$ cat config.mk
export PLATFORM = sky130hd
export DESIGN_NAME = wlf_queue
export DESIGN_NICKNAME = d
export VERILOG_FILES = /design/src/rtl/wlf_queue.sv
export SDC_FILE = /design/constraint.sdc
export NUM_CORES = 1
export LEC_CHECK = 0
export BUFFER_PORTS_ARGS = -buffer_cell sky130_fd_sc_hd__clkbuf_2
export CAP_MARGIN = 20
export CORE_ASPECT_RATIO = 1.25
export CORE_UTILIZATION = 49
export DETAILED_ROUTE_END_ITERATION = 8
export GPL_ROUTABILITY_DRIVEN = 0
export PLACE_DENSITY = 0.72
export SYNTH_ARGS = -nofsm -noshare
export SYNTH_HDL_FRONTEND = slang
export SYNTH_SLANG_ARGS = --single-unit
export TNS_END_PERCENT = 10
$ cat constraint.sdc
create_clock -name clk_i -period 1.7 [get_ports clk_i]
set_clock_uncertainty 0.15 [all_clocks]
set_input_delay 0.255 -clock clk_i [delete_from_list [all_inputs] [get_ports clk_i]]
set_output_delay 0.255 -clock clk_i [all_outputs]
set_load 0.03 [all_outputs]
$ cat src/rtl/wlf_queue.sv
module wlf_queue #(
  parameter int WIDTH = 8
) (
  input  logic             clk_i,
  input  logic             rst_ni,
  input  logic             push_valid_i,
  output logic             push_ready_o,
  input  logic [WIDTH-1:0] push_data_i,
  output logic             pop_valid_o,
  input  logic             pop_ready_i,
  output logic [WIDTH-1:0] pop_data_o
);
  localparam int DEPTH = 2;
  localparam int AW    = $clog2(DEPTH);

  logic [WIDTH-1:0] mem_q [DEPTH];
  logic [AW-1:0]    wr_q, rd_q;
  logic [AW:0]      cnt_q;
  logic             push, pop;

  assign push_ready_o = (cnt_q != (AW+1)'(DEPTH));
  assign pop_valid_o  = (cnt_q != '0);
  assign pop_data_o   = mem_q[rd_q];
  assign push         = push_valid_i && push_ready_o;
  assign pop          = pop_valid_o && pop_ready_i;

  always_ff @(posedge clk_i or negedge rst_ni) begin
    if (!rst_ni) begin
      wr_q  <= '0;
      rd_q  <= '0;
      cnt_q <= '0;
    end else begin
      if (push) wr_q <= wr_q + 1'b1;
      if (pop) rd_q <= rd_q + 1'b1;
      cnt_q <= cnt_q + (AW+1)'(push) - (AW+1)'(pop);
    end
  end

  always_ff @(posedge clk_i) begin
    if (push) mem_q[wr_q] <= push_data_i;
  end
endmodule

# Word-level counts from Yosys, hierarchy flattened

Memory sizes are Yosys's and may differ from the RTL's.
Index checks and enable logic that the tools add are counted.

Register bits after elaboration: 4
Bits in latches: 0
Memory bits (writable): 16
Bits in read-only memories: 0
Input bits: 12
Output and inout port bits: 10
Memories kept: 1

Memories:

| name  | words | width | rd ports | clocked after Yosys merged registers in | wr ports | line | source |
|---|---|---|---|---|---|---|---|
| mem_q | 2     | 8     | 1        | 0                                       | 1        | 16   | `logic [WIDTH-1:0] mem_q [DEPTH];` |

$add $sub $neg: 4
Multiply operators: 0
Divide/modulo/power cells: 0
Order comparisons: 0
Eq/ne operators: 1
Shift operators: 0
Mux-type cells: 2
Bitwise logic cells: 0
Reduce and logical (&&, ||, !) cells: 3

Operator list:

| kind                                          | number |
|---|---|
| 1-bit adder (second input constant)           | 2 |
| 2-bit by 1-bit adder with 2-bit output        | 1 |
| 1-bit logical AND                             | 2 |
| 1-bit two-way mux                             | 2 |
| 2-bit inequality test (second input constant) | 1 |
| 2-bit nonzero test                            | 1 |
| 2-bit by 1-bit subtractor with 2-bit output   | 1 |

# Depth between registers and ports, before layout

Word-level depth: 4
Depth in mapped cells: 5

# Worst setup path after synthesis

No wires, ideal clock.

Path kind: register to register
From: register cnt_q[0]
To: memory mem_q[0][0] (enable)
Data arrival time: 1.257 ns
Data required time: 1.180 ns
Path slack: -0.078 ns
Stages on the path, launching flop included: 4
Buffers on the path: 0
Clock period less this slack: 1.778 ns
Path through: dfrtp_1 -> nand2b_1 -> nand2_1 -> nor2_1

Cells in the longest elaborated chain, start to end: 4

RTL lines:

| element                                 | line | source |
|---|---|---|
| start: declaration                      | 18   | `logic [AW:0] cnt_q;` |
| start signal: assignment                | 35   | `cnt_q <= cnt_q + (AW+1)'(push) - (AW+1)'(pop);` |
| 2-bit inequality test                   | 21   | `assign push_ready_o = (cnt_q != (AW+1)'(DEPTH));` |
| named net push_ready_o                  | 7    | `output logic push_ready_o,` |
| 1-bit logical AND                       | 24   | `assign push = push_valid_i && push_ready_o;` |
| 1-bit two-way mux                       | 40   | `if (push) mem_q[wr_q] <= push_data_i;` |
| 1-bit two-way mux (implied by the code) | 40   |  |
| end: declaration                        | 16   |  |

The timed path passes the listed nets, and every way through them passes these cells.

# Worst setup path after layout

From: register rd_q
To: output pop_data_o[5]

Cells in the longest elaborated chain, start to end: 1

RTL lines:

| element                  | line | source |
|---|---|---|
| start: declaration       | 17   | `logic [AW-1:0] wr_q, rd_q;` |
| start signal: assignment | 34   | `if (pop) rd_q <= rd_q + 1'b1;` |
| memory 2 x 8 bit         | -    |  |
| end: declaration         | 11   | `output logic [WIDTH-1:0] pop_data_o` |

No other way between the ends.

==> impl_metrics.py <==
metrics = {
    "min_path": {
        "hold_path_end": "mem_q[1][2]",
        "holdPathStages": 1,
        "hold_path_startpoint": "push_data_i[2]",
        "hold_class": "input pin to register",
    },
    "clock_network": {
        "cts_root_buffer": "clkbuf_4",
        "cts_buffers": 3,
        "tritoncts": "built",
        "cts.path.max_buffers": 2,
        "cts_sinks": 20,
        "htreeDepth": 1,
        "worstSkewPairLatency_ns": 0.29,
        "clk_pin_slew_ns": 0.11,
    },
    "synthesis": {
        "synthTopCellsByArea": "edfxtp_1, dfrtp_1, mux2_2",
        "synth_seq_cells": 20,
        "synth.largest_area_cell": "edfxtp_1",
        "synth.avg_cell_area_um2": 17.2,
        "syn_area_um2": 810,
        "seq_area_frac_synth_pct": 71.7,
        "syn_nets": 60,
        "yosys.cell_types.count": 17,
        "netlist_instances": 47,
        "yosys_warnings": 0,
        "synth_top_area_share_pct": 59.4,
    },
    "cells_and_area": {
        "n_fill_cell": 109,
        "drive_above_1_share_pct": 48.8,
        "final_util_pct": 74.8,
        "insertedDiodeCount": 0,
        "fin_nets": 98,
        "areaGrowthSynthToFinish_pct": 44.2,
        "final_cells": 102,
    },
    "power_and_ir_drop": {
        "power.density_nw_per_um2": 1730,
        "total_power_mw": 2.02,
        "power.leakage_nw": 0.471,
        "irDropWorstVdd_mv": 1.17,
    },
    "setup_path": {
        "crit_required_ns": 1.29,
        "slowest_delay_ns": 0.40,
        "crit_type": "register to primary output",
        "rr_worst_depth": 2,
        "critical_path.slowest_cell": "dfrtp_2",
        "path_cells": "buf_6 > mux2_2 > buf_8",
        "worst-path-max-fanout": 5,
        "rrSetupSlack_ns": 0.19,
        "startpoint": "rd_q",
        "rr_startpoint": "cnt_q[0]",
        "crit_arrival_ns": 1.30,
        "end_kind": "primary output",
        "cp-start-kind": "register",
        "reg2reg_to": "mem_q[1][6]",
    },
    "global_route": {
        "track_usage_pct": 16.0,
        "gr-total-overflow": 0,
        "grt_pass1_wl_um": 1900,
        "grt_max_degree": 12,
        "antenna_found_initial": 0,
        "grt_pass1_vias": 459,
    },
    "sta": {
        "rsz0062_at_grt": "true",
        "final_max_slew_viol_count": 0,
        "hold_viol": 0,
        "worst_pin_slew_ns": 0.399,
        "setup_viol": 1,
        "relSlewSlack_pct": 73.4,
        "setup_slack_ns": -0.00432,
        "setup_tns_ns": -0.00432,
        "clock.fmax_mhz": 587,
        "timing.final.crit_share_pct": 100,
        "period_minus_slack_ns": 1.70,
    },
    "die": {
        "io_pins": 22,
        "dieArea_um2": 1820,
        "initial_utilization_pct": 51.8,
        "die_width_um": 38.4,
        "core_area_um2": 1560,
        "die_y_um": 47.4,
        "rows": 16,
    },
    "route": {
        "wire_per_inst_um": 14.4,
        "wirelength_um": 1470,
        "ant_nets": 0,
        "avgViaCountPerCell": 5.01,
        "dr.pass1.iters": 2,
        "vias": 511,
        "drt_first_iter_violations": 4,
        "drc_errors": 0,
    },
    "placement": {
        "dp.cells": 87,
        "place_hpwl_um": 889,
        "place.port_buffers": 21,
        "place_ws_ns": 0.160,
    },
    "job": {
        "drv_cap": 0,
    },
    "status": {
        "status": "finished with violations",
        "violations": "setup timing",
    },
}
per-layer routing:
metal  vias up  global-route usage, %  wire (um)
met5         -                      0          0
met2        13                   29.5        835
li1        254                      -          -
met3         2                   4.19         36
met4         0                   6.21         10
met1       242                   17.7        583
cells in the mapped netlist:
library cell  number
nor2_1             3
nand2b_1           1
nor4bb_2           1
dfrtp_1            4
nor2b_1            1
buf_2              1
a311oi_2           1
mux2_2             8
or2_1              1
ha_1               1
xnor2_1            3
edfxtp_1          16
and3_1             1
nand2_1            2
nand3_1            1
o21ba_1            1
o21ai_0            1
worst max path at each step:
stage / end / slack (ns) / cells after the start
finish: pop_data_o[5] / -0.004 / 3
global route: pop_data_o[5] / -0.04 / 3
CTS: pop_data_o[4] / -0.02 / 2
detailed placement: mem_q[1][6] / 0.16 / 2
global placement: pop_data_o[6] / 0.17 / 2
floorplan: mem_q[0][0] / 0.06 / 3
flip-flops by register name, indices dropped and copies added (netlist names):
register	cells
cnt_q	2
mem_q	16
rd_q	1
wr_q	1
worst max-delay path: cells and delay by family (launching register included):
| family | cells | cell delay [ns] |
|---|---|---|
| DFF | 1 | 0.40 |
| buffers and inverters | 2 | 0.27 |
| muxes | 1 | 0.35 |
layout by cell type (no fill, tap or decap), types with 2 or more instances in the layout:
master and n:
buf_8 8, clkbuf_4 3, buf_6 2, nor2_1 2, nand2_1 2, buf_4 3
edfxtp_1 16, xnor2_1 3, clkbuf_2 13, dlygate4sd3_1 8, mux2_2 8, dfrtp_1 3
final cells by class:
type	instances	area [um2]	share of cell area [%]
flip-flops and latches	20	582	49.8
repair buffers	34	310	26.6
multi-input cells	26	226	19.4
clock buffers	3	22.5	1.93
well taps	18	22.5	1.93
clock inverters	1	3.75	0.322
power by group:
part           internal, mW  switching (mW)
logic                 0.532           0.502
clock network        0.0852           0.136
registers             0.686          0.0822
cell families (layout without fill, tap and decap cells):
| family | count (synthesis) | after routing | synth area share, % |
|---|---|---|---|
| buffers and inverters | 1 | 38 | 0.618 |
| and+or+nand+nor | 11 | 11 | 8.04 |
| AOI/OAI and AO/OA | 3 | 3 | 3.71 |
| DFF | 20 | 20 | 71.7 |
| xor gates and xnor gates | 3 | 3 | 3.25 |
| adders and majority gates | 1 | 1 | 1.55 |
| muxes | 8 | 8 | 11.1 |
through the flow:
step	instance area [um2]	hold slack (ns)
floorplan	812	-0.191
global placement	950	-0.0838
detailed placement	950	-0.0796
CTS	1100	0.00417
global route	1170	0.00375
finish	1170	0.00989
repair_timing:
action / in CTS / in global routing
resized for setup: 17 / 12
setup buffers: 1 / 2
endpoints found under the setup margin: 8 / 8
hold buffers: 5 / 3
endpoints found under the hold margin: 12 / 6
(Power assumes the default switching activity.)
